`config.mk`:
```
export PLATFORM = sky130hd
export DESIGN_NAME = button_debounce_and_quadrature_detent_core
export DESIGN_NICKNAME = d
export VERILOG_FILES = /design/src/dbqd_pkg.sv /design/src/dbqd_button_lane.sv /design/src/dbqd_encoder.sv /design/src/dbqd_merge.sv /design/src/button_debounce_and_quadrature_detent_core.sv
export SDC_FILE = /design/constraint.sdc
export NUM_CORES = 1
export LEC_CHECK = 0
export BUFFER_PORTS_ARGS = -buffer_cell sky130_fd_sc_hd__buf_4
export CELL_PAD_IN_SITES_DETAIL_PLACEMENT = 0
export CELL_PAD_IN_SITES_GLOBAL_PLACEMENT = 1
export CORE_ASPECT_RATIO = 1.4
export CORE_MARGIN = 2
export CORE_UTILIZATION = 49
export DETAILED_ROUTE_END_ITERATION = 10
export PLACE_DENSITY = 0.9
export SETUP_SLACK_MARGIN = 0.4
export SKIP_CTS_REPAIR_TIMING = 1
export SYNTH_ARGS = -nofsm -noshare
export SYNTH_HDL_FRONTEND = slang
export SYNTH_HIERARCHICAL = 1
export SYNTH_SLANG_ARGS = --single-unit
```
`constraint.sdc`:
```
create_clock -name clk -period 13.5 [get_ports clk]
set_input_delay 0.675 -clock clk [delete_from_list [all_inputs] [get_ports clk]]
set_output_delay 0.675 -clock clk [all_outputs]
set_load 0.05 [all_outputs]
```
`src/dbqd_pkg.sv`:
```
// Shared types, constants and the quadrature transition table for the
// button debounce and quadrature detent core. Depends on nothing.
`timescale 1ns / 1ps

package dbqd_pkg;

  localparam int BUTTONS = 4;
  localparam int IDX_W = (BUTTONS > 1) ? $clog2(BUTTONS) : 1;
  localparam int MAX_EV = BUTTONS + 2;
  localparam int CNT_W = $clog2(MAX_EV + 1);

  localparam int DEBOUNCE_W = 8;
  localparam int DETENT_W = 3;
  localparam int TIME_W = 32;
  localparam int CODE_W = 3;
  localparam int INDEX_W = 2;
  localparam int MASK_W = 4;
  localparam int PROG_W = 4;

  localparam logic [DEBOUNCE_W-1:0] DEBOUNCE_RESET = 8'd8;
  localparam logic [DETENT_W-1:0] DETENT_RESET = 3'd3;
  localparam logic [1:0] PHASE_IDLE = 2'b11;

  // Configuration register indexes
  localparam logic REG_DEBOUNCE_TIME = 1'b0;
  localparam logic REG_DETENT_THRESHOLD = 1'b1;

  typedef enum logic [CODE_W-1:0] {
    EV_FWD     = 3'd0,
    EV_BACK    = 3'd1,
    EV_PRESS   = 3'd2,
    EV_RELEASE = 3'd3,
    EV_ALL     = 3'd4
  } event_code_t;

  typedef struct packed {
    event_code_t          code;
    logic [INDEX_W-1:0]   index;
    logic [MASK_W-1:0]    mask;
  } event_t;

  typedef struct packed {
    logic stab;    // current stable pressed state of the button
    logic toggle;  // stable state changes on this sample
    logic press;   // direction of the change: 1 press, 0 release
  } lane_res_t;

  typedef struct packed {
    logic fwd;
    logic back;
  } enc_res_t;

  // Direction of a phase transition {previous, current}: +1, -1 or 0 if illegal.
  function automatic logic signed [1:0] step_dir(input logic [3:0] t);
    logic signed [1:0] d;
    unique case (t)
      4'h2, 4'h4, 4'hB, 4'hD: d = 2'sd1;
      4'h1, 4'h7, 4'h8, 4'hE: d = -2'sd1;
      default:                d = 2'sd0;
    endcase
    return d;
  endfunction

endpackage

```
`src/dbqd_button_lane.sv`:
```
// One button debounce lane: candidate/stable levels and the hold timer.
// Depends on dbqd_pkg.
`timescale 1ns / 1ps

module dbqd_button_lane (
  input  logic                                 clk,
  input  logic                                 rst,
  input  logic                                 scan,
  input  logic                                 level,
  input  logic [dbqd_pkg::DEBOUNCE_W-1:0]      debounce_time,
  input  logic [dbqd_pkg::DEBOUNCE_W-1:0]      elapsed,
  output dbqd_pkg::lane_res_t                  res
);

  logic                              cand;
  logic                              stab;
  logic [dbqd_pkg::DEBOUNCE_W-1:0]   hold;

  logic                              raw;
  logic [dbqd_pkg::DEBOUNCE_W-1:0]   rem;
  logic [dbqd_pkg::DEBOUNCE_W-1:0]   add;
  logic [dbqd_pkg::DEBOUNCE_W-1:0]   hold_sum;
  logic                              hit;

  always_comb begin
    raw = ~level;
    rem = (hold >= debounce_time) ? '0 : debounce_time - hold;
    add = (elapsed < rem) ? elapsed : rem;
    // Cannot wrap: the sum never exceeds the larger of hold and debounce_time.
    hold_sum = hold + add;
    hit = (raw == cand) && (raw != stab) && (hold_sum >= debounce_time);
    res.stab = stab;
    res.toggle = scan && hit;
    res.press = raw;
  end

  always_ff @(posedge clk) begin
    if (rst) begin
      cand <= 1'b0;
      stab <= 1'b0;
      hold <= '0;
    end else if (scan) begin
      if (raw != cand) begin
        cand <= raw;
        hold <= '0;
      end else if (raw == stab) begin
        hold <= '0;
      end else if (hit) begin
        stab <= ~stab;
        hold <= '0;
      end else begin
        hold <= hold_sum;
      end
    end
  end

endmodule

```
`src/dbqd_encoder.sv`:
```
// Quadrature phase tracker with detent progress counter.
// Depends on dbqd_pkg for the transition table.
`timescale 1ns / 1ps

module dbqd_encoder (
  input  logic                               clk,
  input  logic                               rst,
  input  logic                               step,
  input  logic [1:0]                         phase,
  input  logic [dbqd_pkg::DETENT_W-1:0]      detent_threshold,
  output dbqd_pkg::enc_res_t                 res
);

  logic [1:0]                           last_phase;
  logic signed [dbqd_pkg::PROG_W-1:0]   progress;

  logic                                 moved;
  logic signed [1:0]                    dir;
  logic signed [dbqd_pkg::PROG_W:0]     sum;
  logic signed [dbqd_pkg::PROG_W:0]     thr;
  logic signed [dbqd_pkg::PROG_W-1:0]   progress_next;
  logic signed [dbqd_pkg::PROG_W:0]     prog_ext;
  logic                                 at_idle;

  always_comb begin
    moved = phase != last_phase;
    dir = dbqd_pkg::step_dir({last_phase, phase});
    sum = {progress[dbqd_pkg::PROG_W-1], progress}
        + {{(dbqd_pkg::PROG_W - 1){dir[1]}}, dir};
    priority if (dir == 2'sd0) progress_next = '0;
    else if (sum > 5'sd7) progress_next = 4'sd7;
    else if (sum < -5'sd8) progress_next = -4'sd8;
    else progress_next = sum[dbqd_pkg::PROG_W-1:0];
    prog_ext = {progress_next[dbqd_pkg::PROG_W-1], progress_next};
    thr = $signed({2'b00, detent_threshold});
    at_idle = step && moved && (phase == dbqd_pkg::PHASE_IDLE);
    res.fwd = at_idle && (prog_ext >= thr);
    res.back = at_idle && !res.fwd && (prog_ext <= -thr);
  end

  always_ff @(posedge clk) begin
    if (rst) begin
      last_phase <= dbqd_pkg::PHASE_IDLE;
      progress <= '0;
    end else if (step && moved) begin
      last_phase <= phase;
      progress <= (phase == dbqd_pkg::PHASE_IDLE) ? '0 : progress_next;
    end
  end

endmodule

```
`src/dbqd_merge.sv`:
```
// Merges the encoder result and the button lane results of one sample into
// an ordered, packed event list. Depends on dbqd_pkg.
`timescale 1ns / 1ps

module dbqd_merge (
  input  logic                               scan,
  input  dbqd_pkg::enc_res_t                 enc,
  input  dbqd_pkg::lane_res_t                lanes [dbqd_pkg::BUTTONS],
  output dbqd_pkg::event_t                   list [dbqd_pkg::MAX_EV],
  output logic [dbqd_pkg::CNT_W-1:0]         count
);

  logic [dbqd_pkg::CNT_W-1:0]      pos;
  logic [dbqd_pkg::BUTTONS-1:0]    mask;

  always_comb begin
    for (int j = 0; j < dbqd_pkg::MAX_EV; j++) begin
      list[j] = '0;
    end
    pos = '0;
    for (int i = 0; i < dbqd_pkg::BUTTONS; i++) begin
      mask[i] = lanes[i].stab;
    end

    // Encoder events carry the mask from before the button scan.
    if (enc.fwd || enc.back) begin
      list[pos[dbqd_pkg::CNT_W-1:0]].code = enc.fwd ? dbqd_pkg::EV_FWD : dbqd_pkg::EV_BACK;
      list[pos[dbqd_pkg::CNT_W-1:0]].mask = dbqd_pkg::MASK_W'(mask);
      pos = pos + 1'b1;
    end

    for (int i = 0; i < dbqd_pkg::BUTTONS; i++) begin
      if (lanes[i].toggle) begin
        mask[i] = ~mask[i];
        list[pos].code = lanes[i].press ? dbqd_pkg::EV_PRESS : dbqd_pkg::EV_RELEASE;
        list[pos].index = dbqd_pkg::INDEX_W'(i);
        list[pos].mask = dbqd_pkg::MASK_W'(mask);
        pos = pos + 1'b1;
      end
    end

    if (scan && (&mask)) begin
      list[pos].code = dbqd_pkg::EV_ALL;
      list[pos].mask = dbqd_pkg::MASK_W'(mask);
      pos = pos + 1'b1;
    end
    count = pos;
  end

endmodule

```
`src/button_debounce_and_quadrature_detent_core.sv`:
```
// Top level of the button debounce and quadrature detent core.
// Depends on dbqd_pkg, dbqd_button_lane, dbqd_encoder and dbqd_merge.
//
// Usage: each transfer on the input channel (in_valid, in_stall) is one pin
// sample: active-low button levels, encoder A and B levels and a millisecond
// timestamp. Every sample is evaluated in the cycle it is accepted: four
// debounce lanes and the encoder tracker run side by side, and a merge stage
// packs their events (encoder first, then presses and releases in button
// order, then all held) into an event batch of up to six entries.
// The batch drains one event per cycle, unless the receiver stalls, into the
// output register; the output channel (out_valid, out_stall) shows an event
// once its sample is in the batch and the event in the output register, and
// last_event marks the final event of a sample. Throughput: one sample per
// cycle while samples raise no events. A sample with events holds the input
// back until its last event is being taken; the single-entry output register
// sets this. When the receiver stalls, the output register holds its event, the
// batch stops draining and in_stall rises once the batch cannot take another.
// Configuration writes (cfg_valid, cfg_ready, always ready) are applied at
// once. Reset returns debounce_time to 8, detent_threshold to 3, all buttons
// to released, the encoder to idle and empties the batch and output.
`timescale 1ns / 1ps

module button_debounce_and_quadrature_detent_core (
  input  logic                                   clk,
  input  logic                                   rst,

  input  logic                                   in_valid,
  output logic                                   in_stall,
  input  logic [dbqd_pkg::BUTTONS-1:0]           button_levels,
  input  logic                                   encoder_a_level,
  input  logic                                   encoder_b_level,
  input  logic [dbqd_pkg::TIME_W-1:0]            now_ms,

  output logic                                   out_valid,
  input  logic                                   out_stall,
  output logic [dbqd_pkg::CODE_W-1:0]            event_code,
  output logic [dbqd_pkg::INDEX_W-1:0]           button_index,
  output logic [dbqd_pkg::MASK_W-1:0]            pressed_mask,
  output logic                                   last_event,

  input  logic                                   cfg_valid,
  output logic                                   cfg_ready,
  input  logic                                   cfg_index,
  input  logic [dbqd_pkg::DEBOUNCE_W-1:0]        cfg_data
);

  logic [dbqd_pkg::DEBOUNCE_W-1:0]   debounce_time;
  logic [dbqd_pkg::DETENT_W-1:0]     detent_threshold;
  logic [dbqd_pkg::TIME_W-1:0]       last_scan_time;

  dbqd_pkg::event_t                  batch [dbqd_pkg::MAX_EV];
  logic [dbqd_pkg::CNT_W-1:0]        cnt;

  logic                              in_acc;
  logic                              take;
  logic                              scan;
  logic [dbqd_pkg::TIME_W-1:0]       time_gap;
  logic [dbqd_pkg::DEBOUNCE_W-1:0]   elapsed;

  dbqd_pkg::lane_res_t               lanes [dbqd_pkg::BUTTONS];
  dbqd_pkg::enc_res_t                enc;
  dbqd_pkg::event_t                  list [dbqd_pkg::MAX_EV];
  logic [dbqd_pkg::CNT_W-1:0]        list_cnt;

  assign cfg_ready = 1'b1;

  always_ff @(posedge clk) begin
    if (rst) begin
      debounce_time <= dbqd_pkg::DEBOUNCE_RESET;
      detent_threshold <= dbqd_pkg::DETENT_RESET;
    end else if (cfg_valid) begin
      unique case (cfg_index)
        dbqd_pkg::REG_DEBOUNCE_TIME:    debounce_time <= cfg_data;
        dbqd_pkg::REG_DETENT_THRESHOLD:
          detent_threshold <= cfg_data[dbqd_pkg::DETENT_W-1:0];
        default: ;
      endcase
    end
  end

  // Handshake between the batch and the output register, the input stall and the clamped scan time.
  always_comb begin
    take = (cnt != '0) && (!out_valid || !out_stall);
    in_stall = (cnt > dbqd_pkg::CNT_W'(1)) || ((cnt == dbqd_pkg::CNT_W'(1)) && !take);
    in_acc = in_valid && !in_stall;
    time_gap = now_ms - last_scan_time;
    scan = in_acc && (time_gap != '0);
    if ((|time_gap[dbqd_pkg::TIME_W-1:dbqd_pkg::DEBOUNCE_W])
        || (time_gap[dbqd_pkg::DEBOUNCE_W-1:0] > debounce_time)) begin
      elapsed = debounce_time;
    end else begin
      elapsed = time_gap[dbqd_pkg::DEBOUNCE_W-1:0];
    end
  end

  always_ff @(posedge clk) begin
    if (rst) begin
      last_scan_time <= '0;
    end else if (scan) begin
      last_scan_time <= now_ms;
    end
  end

  for (genvar i = 0; i < dbqd_pkg::BUTTONS; i++) begin : g_lane
    dbqd_button_lane u_lane (
      .clk           (clk),
      .rst           (rst),
      .scan          (scan),
      .level         (button_levels[i]),
      .debounce_time (debounce_time),
      .elapsed       (elapsed),
      .res           (lanes[i])
    );
  end

  dbqd_encoder u_encoder (
    .clk              (clk),
    .rst              (rst),
    .step             (in_acc),
    .phase            ({encoder_a_level, encoder_b_level}),
    .detent_threshold (detent_threshold),
    .res              (enc)
  );

  dbqd_merge u_merge (
    .scan  (scan),
    .enc   (enc),
    .lanes (lanes),
    .list  (list),
    .count (list_cnt)
  );

  // An accepted sample always finds the batch empty or emptying this cycle.
  always_ff @(posedge clk) begin
    if (rst) begin
      cnt <= '0;
    end else if (in_acc) begin
      cnt <= list_cnt;
    end else if (take) begin
      cnt <= cnt - 1'b1;
    end
  end

  always_ff @(posedge clk) begin
    if (in_acc) begin
      batch <= list;
    end else if (take) begin
      for (int j = 0; j < dbqd_pkg::MAX_EV - 1; j++) begin
        batch[j] <= batch[j + 1];
      end
      batch[dbqd_pkg::MAX_EV - 1] <= '0;
    end
  end

  always_ff @(posedge clk) begin
    if (rst) begin
      out_valid <= 1'b0;
    end else if (take) begin
      out_valid <= 1'b1;
    end else if (!out_stall) begin
      out_valid <= 1'b0;
    end
  end

  always_ff @(posedge clk) begin
    if (take) begin
      event_code <= batch[0].code;
      button_index <= batch[0].index;
      pressed_mask <= batch[0].mask;
      last_event <= cnt == dbqd_pkg::CNT_W'(1);
    end
  end

endmodule

```
==> impl_metrics.sql, run 1 <==
INSERT INTO impl_metrics (metric_group, metric, value, unit) VALUES
('worst_setup_path', 'timing.critical_path.slowest_stage_cell', 'xnor2_1', ''),
('yosys', 'yosys.area.top_type_share', '0.148', ''),
('layout', 'n_antenna_cell', '0', ''),
('worst_setup_path', 'timing.reg2reg.setup_slack', '1480', 'ps'),
('yosys', 'ys_seq_area_frac', '0.243', ''),
('yosys', 'synth-main-ff-cell', 'dfxtp_1', ''),
('floorplanning', 'design.die.area', '33300', 'sq um'),
('layout', 'n_fill_cell', '2967', ''),
('global_routing', 'grt_pass1_vias', '13600', ''),
('cts', 'clock_sink_count', '157', ''),
('timing', 'tns', '0', 'ps'),
('global_routing', 'antenna_found_initial', '0', ''),
('layout', 'footprint_of_the_multi_input_gates', '10800', 'sq um'),
('routing', 'detail_route.iter0.violations', '859', ''),
('worst_setup_path', 'critPathMostFrequentCell', 'ha_1', ''),
('global_routing', 'gr-total-overflow', '0', ''),
('floorplanning', 'floorplan.core_area', '31500', 'sq um'),
('pwr', 'max-vdd-ir-drop', '0.000187', 'V'),
('yosys', 'syn-instance-count', '1899', ''),
('timing', 'fin_crit_sh', '0.893', ''),
('floorplanning', 'initial_utilization', '0.495', ''),
('placement', 'dpl.cell_count', '2311', ''),
('outcome', 'outcome', 'complete, no violations', ''),
('timing', 'hold_viol_final', '0', ''),
('yosys', 'postSynthNetCount', '2145', ''),
('timing', 'timing.final.crit_period', '12060', 'ps'),
('worst_setup_path', 'critical_path.endpoint_type', 'flop', ''),
('hold_path', 'min-delay-start', 'batch[53]', ''),
('yosys', 'postSynthAreaPerCell', '8.21', 'sq um'),
('routing', 'postRouteAntennaNets', '0', ''),
('cts', 'clock_tree_from_tritoncts', 'done', ''),
('routing', 'drt-total-wl', '41.9', 'mm'),
('layout', 'share_of_post_route_cells_with_drive_strength_above_1', '0.120', ''),
('timing', 'achievable-frequency', '0.0829', 'GHz'),
('yosys', 'synthMostInstantiatedCell', 'ha_1', ''),
('timing', 'slew-limit-headroom', '0.316', ''),
('floorplanning', 'die_ht', '215', 'um'),
('routing', 'mean_routed_wirelength_per_cell', '17.9', 'um'),
('hold_path', 'min_delay_endpoint', 'event_code[2]', ''),
('timing', 'grt_setup_unrepaired', 'no', ''),
('yosys', 'synthesis.yosys.warnings', '6', ''),
('yosys', 'synth_seq_cells', '157', ''),
('cts', 'cts_root_buf', 'clkbuf_16', ''),
('timing', 'setup_viol_count_final', '0', ''),
('yosys', 'synth_edf_count', '64', ''),
('pwr', 'leakage', '7.02', 'nW'),
('layout', 'area.sequential', '3780', 'sq um'),
('worst_setup_path', 'worst_r2r_startpoint', 'last_scan_time[0]', ''),
('worst_setup_path', 'worst_path_largest_cell_delay', '740', 'ps'),
('worst_setup_path', 'critPathKind', 'input port to flop', ''),
('worst_setup_path', 'cp-start-kind', 'input port', ''),
('yosys', 'ys_top_cells_by_area', 'ha_1, edfxtp_1, dfxtp_1', ''),
('layout', 'finish.cell_count_without_fillers', '2343', ''),
('global_routing', 'grt_start_max_net_pins', '109', ''),
('cts', 'cts_htree_levels', '4', ''),
('timing', 'post_route_skew', '14.6', 'ps'),
('yosys', 'mappedNetlistArea', '15600', 'sq um'),
('worst_setup_path', 'required_time_of_the_worst_setup_path', '13700', 'ps'),
('cts', 'path_clk_slew', '70', 'ps'),
('yosys', 'leading_area_contributor_after_synthesis', 'ha_1', ''),
('placement', 'port_buffers', '63', ''),
('hold_path', 'hold_path_class', 'flop to flop', ''),
('global_routing', 'grt_pass1_wl', '68.2', 'mm'),
('worst_setup_path', 'logic_depth_of_the_worst_register_to_register_path', '46', ''),
('timing', 'final.hold.worst_slack', '425', 'ps'),
('layout', 'synthToLayoutAreaGrowth', '8.75', '%'),
('layout', 'fin_nets', '2181', ''),
('routing', 'drc', '0', ''),
('pwr', 'power_density', '154', 'nW/um^2'),
('cts', 'cts-buffers-inserted', '17', ''),
('routing', 'via_count', '13800', '');
-- cells by family after synthesis --
logic type      after synthesis  share of synthesized area
mux                          98                     0.0684
simple gates                653                      0.211
flops                       157                      0.243
fa+ha+maj                   194                      0.160
compound gates              477                      0.209
other cells                   1                   0.000240
xor+xnor                     74                     0.0424
buf+inv                     245                     0.0661
-- how the worst max path moves through the flow --
stage	startpoint	to	slack, ps	cells past startpoint
4_1_cts	now_ms[0]	batch[38]	1540	48
3_3_place_gp	now_ms[0]	batch[38]	1280	48
3_5_place_dp	now_ms[0]	batch[38]	1090	48
5_1_grt	now_ms[0]	batch[46]	520	50
6_report	now_ms[0]	batch[38]	1440	48
2_1_floorplan	now_ms[0]	batch[48]	2980	50
-- power by group --
| group | total, W | internal, W | switching (W) |
|---|---|---|---|
| Combinational | 0.00138 | 0.000527 | 0.000852 |
| Sequential | 0.000749 | 0.000689 | 0.0000594 |
| Clock | 0.000490 | 0.000249 | 0.000241 |
-- metal layers --
metal | vias to the layer above | part of all wire | global-route usage | wire [um]
li1 | 6893 | - | - | -
met1 | 6475 | 0.39 | 0.277 | 16500
met2 | 338 | 0.52 | 0.474 | 21800
met3 | 132 | 0.033 | 0.0329 | 1390
met4 | 0 | 0.054 | 0.141 | 2280
met5 | - | 0 | 0 | 0
-- critical path: cells and delay by family --
kind	cells	cell delay, ps
compound gates	16	3250
xor+xnor	2	1060
fa+ha+maj	9	2840
buf+inv	5	490
mux	3	1170
simple gates	13	2760
-- cell type report --
type | instances | share of cell area
clock buffers | 17 | 0.0251
clock inverters | 15 | 0.00959
inverters | 178 | 0.0394
multi-input cells | 1497 | 0.637
flip-flops and latches | 157 | 0.223
well taps | 395 | 0.0291
repair buffers | 84 | 0.0372
-- layout by cell type (no fill, tap or decap), types with 64 or more instances in the layout --
cell | Yosys | layout
ha_1 | 184 | 184
inv_1 | 177 | 177
nand2_1 | 171 | 171
nor2_1 | 164 | 163
a21oi_1 | 112 | 112
o21ai_0 | 97 | 97
dfxtp_1 | 93 | 93
nand2b_1 | 89 | 89
buf_4 | 12 | 84
edfxtp_1 | 64 | 64
-- stage by stage --
stage	worst slack, ps	area, sq um	power [W]	utilization
global route	521	17000	0.00281	0.539
detailed placement	1090	16400	0.00213	0.520
floorplan	2980	15600	0.00179	-
global placement	1280	16400	0.00210	0.520
CTS	1540	17000	0.00263	0.539
finish	1440	17000	0.00262	0.539
-- sequential cells by signal (all words and copies together) (netlist names) --
signal                cells
u_encoder/last_phase      2
u_encoder/progress        4
event_code                3
g_lane.u_lane/stab        4
batch                    54
cnt                       3
last_event                1
g_lane.u_lane/cand        4
pressed_mask              4
out_valid                 1
g_lane.u_lane/hold       32
button_index              2
last_scan_time           32
detent_threshold          3
debounce_time             8
Power figures use the tool's default switching activity.
==> run 2, diff against run 1 <==
==> constraint.sdc (replaced) <==
create_clock -name clk -period 13.5 [get_ports clk]
set_input_delay 4.05 -clock clk [delete_from_list [all_inputs] [get_ports clk]]
set_output_delay 4.05 -clock clk [all_outputs]
set_load 0.05 [all_outputs]
==> run 2 against run 1 <==
Largest cell class unchanged. Worst setup slack worse by 800 ps. Clock-buffer cell count unchanged. Critical path type unchanged. Core utilization up 4.6 points. Clock power up 3%. Cell count grew 3.9%. Global-route usage up 0.35 points.
==> impl_metrics.sql, run 2 (synthesized netlist as in run 1, its figures left out) <==
INSERT INTO impl_metrics (metric_group, metric, value, unit) VALUES
('floorplanning', 'i_o_pins', '65', ''),
('pwr', 'power_switching', '0.00121', 'W'),
('layout', 'top_register', 'batch', ''),
('worst_setup_path', 'logic_depth_of_the_worst_register_to_register_path', '49', ''),
('global_routing', 'grt_pass1_wl', '69.6', 'mm'),
('pwr', 'leakage', '7.66', 'nW'),
('cts', 'cts_root_buf', 'clkbuf_16', ''),
('worst_setup_path', 'rr_endpoint', 'batch[46]', ''),
('pwr', 'max-vdd-ir-drop', '0.000195', 'V'),
('routing', 'drt-vias-per-instance', '5.90', ''),
('pwr', 'power_frac_clock', '0.178', ''),
('timing', 'hold_viol_final', '0', ''),
('cts', 'path_clk_slew', '60', 'ps'),
('layout', 'layout.cells.most_common', 'inv_1', ''),
('hold_path', 'worst_hold_path.num_cells', '0', ''),
('worst_setup_path', 'worst_r2r_startpoint', 'last_scan_time[0]', ''),
('timing', 'achievable-frequency', '0.0778', 'GHz'),
('pwr', 'power_density', '153', 'nW/um^2'),
('floorplanning', 'design.die.area', '33300', 'sq um'),
('global_routing', 'global_route.usage.met3', '0.0373', ''),
('floorplanning', 'die_ht', '215', 'um'),
('timing', 'setup_viol_count_final', '0', ''),
('routing', 'postRouteAntennaNets', '0', ''),
('timing', 'timing.final.crit_period', '12860', 'ps'),
('worst_setup_path', 'required_time_of_the_worst_setup_path', '13700', 'ps'),
('timing', 'report.final.slew_viol_count', '0', ''),
('layout', 'n_antenna_cell', '0', ''),
('worst_setup_path', 'critical_path.endpoint_type', 'flop', ''),
('global_routing', 'grt_pass1_vias', '14000', ''),
('timing', 'fin_crit_sh', '0.952', ''),
('pwr', 'power.sequential.fraction', '0.266', ''),
('worst_setup_path', 'cp-start-kind', 'input port', ''),
('layout', 'mostFrequentLayoutCells', 'inv_1, ha_1, buf_4', ''),
('worst_setup_path', 'timing.reg2reg.setup_slack', '3980', 'ps'),
('floorplanning', 'floorplan.core_area', '31500', 'sq um'),
('worst_setup_path', 'worst_path_largest_cell_delay', '530', 'ps'),
('hold_path', 'hold_path_class', 'flop to flop', ''),
('timing', 'timing.final.ws_setup', '645', 'ps'),
('floorplanning', 'initial_utilization', '0.495', ''),
('cts', 'cts-buffers-inserted', '17', ''),
('global_routing', 'gr_busiest_metal', 'met2', ''),
('cts', 'cts_htree_levels', '4', ''),
('pwr', 'power.internal', '0.00162', 'W'),
('timing', 'final.hold.worst_slack', '427', 'ps'),
('placement', 'port_buffers', '63', ''),
('placement', 'post-place-ws', '-164', 'ps'),
('layout', 'fin_nets', '2273', ''),
('pwr', 'switching_share_of_total_power', '0.428', ''),
('cts', 'clock_sink_count', '157', ''),
('global_routing', 'global_route_usage_sum', '0.259', ''),
('layout', 'largest_reg_flops', '54', ''),
('timing', 'tightest_slew', '910', 'ps'),
('routing', 'firstDrtPassIters', '5', ''),
('floorplanning', 'die_w', '155', 'um'),
('worst_setup_path', 'critPathArrivalTime', '13060', 'ps'),
('placement', 'detailedPlacementHpwl', '32.5', 'mm'),
('worst_setup_path', 'critPathKind', 'input port to flop', ''),
('global_routing', 'gr-total-overflow', '0', ''),
('pwr', 'p_comb_frac', '0.556', ''),
('layout', 'share_of_post_route_cells_with_drive_strength_above_1', '0.208', ''),
('cts', 'clock_tree_from_tritoncts', 'done', ''),
('global_routing', 'grtUsageMet2', '0.477', ''),
('global_routing', 'antenna_found_initial', '0', ''),
('timing', 'grt_setup_unrepaired', 'yes', ''),
('hold_path', 'min_delay_endpoint', 'pressed_mask[1]', ''),
('hold_path', 'min-delay-start', 'batch[46]', ''),
('cts', 'clock_insertion_delay_at_the_later_pin_of_the_skew_report', '460', 'ps'),
('routing', 'via_count', '14400', ''),
('global_routing', 'globalRouteMet1Util', '0.297', ''),
('routing', 'mean_routed_wirelength_per_cell', '17.8', 'um'),
('routing', 'drc', '0', ''),
('layout', 'largestRegisters', 'batch x54, g_lane.u_lane/hold x32, last_scan_time x32', ''),
('layout', 'synthToLayoutAreaGrowth', '18.1', '%'),
('floorplanning', 'rows', '77', ''),
('routing', 'drt-total-wl', '43.4', 'mm'),
('timing', 'post_route_skew', '12.4', 'ps'),
('outcome', 'outcome', 'complete, no violations', ''),
('flow_run', 'cap_violations', '0', ''),
('routing', 'detail_route.iter0.violations', '810', ''),
('global_routing', 'grt_start_max_net_pins', '76', ''),
('timing', 'slew-limit-headroom', '0.392', ''),
('placement', 'gp_congestion', '0.915', ''),
('worst_setup_path', 'crit_fanout', '8', ''),
('worst_setup_path', 'timing.critical_path.slowest_stage_cell', 'a2111oi_1', ''),
('cts', 'number_of_buffers_between_clock_root_and_the_deepest_sink', '2', ''),
('worst_setup_path', 'critPathMostFrequentCell', 'nand2_2', '');
-- run 2: cell count changes in the layout (fill, tap and decap cells not counted), sizes merged --
cell | before | now
buf | 84 | 176
clkinv | 6 | 4
bufinv | 0 | 2
-- run 2: layout make-up --
| class | count | area, sq um |
|---|---|---|
| clock buffer | 17 | 425 |
| clock inverter | 15 | 171 |
| fill | 2782 | 13100 |
| inverter | 178 | 681 |
| multi-input combinational | 1497 | 11500 |
| sequential | 157 | 3780 |
| tap | 395 | 494 |
| timing repair buffer | 176 | 1370 |
-- run 2: metrics by stage --
| step | std cells | instance area [sq um] | utilization | TNS (ps) | power, W |
|---|---|---|---|---|---|
| finish | 2435 | 18400 | 0.585 | 0 | 0.00282 |
| global route | 2435 | 18400 | 0.585 | 0 | 0.00302 |
| CTS | 2400 | 17700 | 0.562 | 0 | 0.00272 |
| detailed placement | 2368 | 17100 | 0.543 | -1820 | 0.00220 |
| global placement | 2368 | 17100 | 0.543 | 0 | 0.00216 |
| floorplan | 1899 | 15900 | - | 0 | 0.00183 |
-- run 2: worst max-delay path by stage --
| stage | depth (start not counted) | slack (ps) | from | endpoint |
|---|---|---|---|---|
| floorplan | 50 | 230 | now_ms[0] | batch[48] |
| global placement | 47 | 120 | now_ms[0] | batch[46] |
| detailed placement | 47 | -160 | now_ms[0] | batch[15] |
| CTS | 43 | 260 | now_ms[0] | batch[20] |
| global route | 52 | 170 | now_ms[0] | batch[46] |
| finish | 46 | 640 | now_ms[8] | batch[46] |
-- run 2: worst max-delay path, delay by kind of cell --
family,cells,cell delay [ps]
AOI/OAI and AO/OA,15,3100
xor gates and xnor gates,1,260
adders and majority gates,7,2060
buffers and inverters,4,470
muxes,2,610
and+or+nand+nor,17,2440
-- run 2: layer usage --
metal	vias up	routed length, um
li1	7072	-
met4	0	1650
met5	-	0
met3	104	1440
met2	317	22500
met1	6865	17800
-- run 2: power by group through the flow --
stage / Clock (W) / Combinational (W) / Sequential, W
detailed placement: 0 / 0.00144 / 0.000759
floorplan: 0 / 0.00105 / 0.000783
global route: 0.000532 / 0.00172 / 0.000765
CTS: 0.000513 / 0.00145 / 0.000751
global placement: 0 / 0.00141 / 0.000752
finish: 0.000503 / 0.00157 / 0.000750
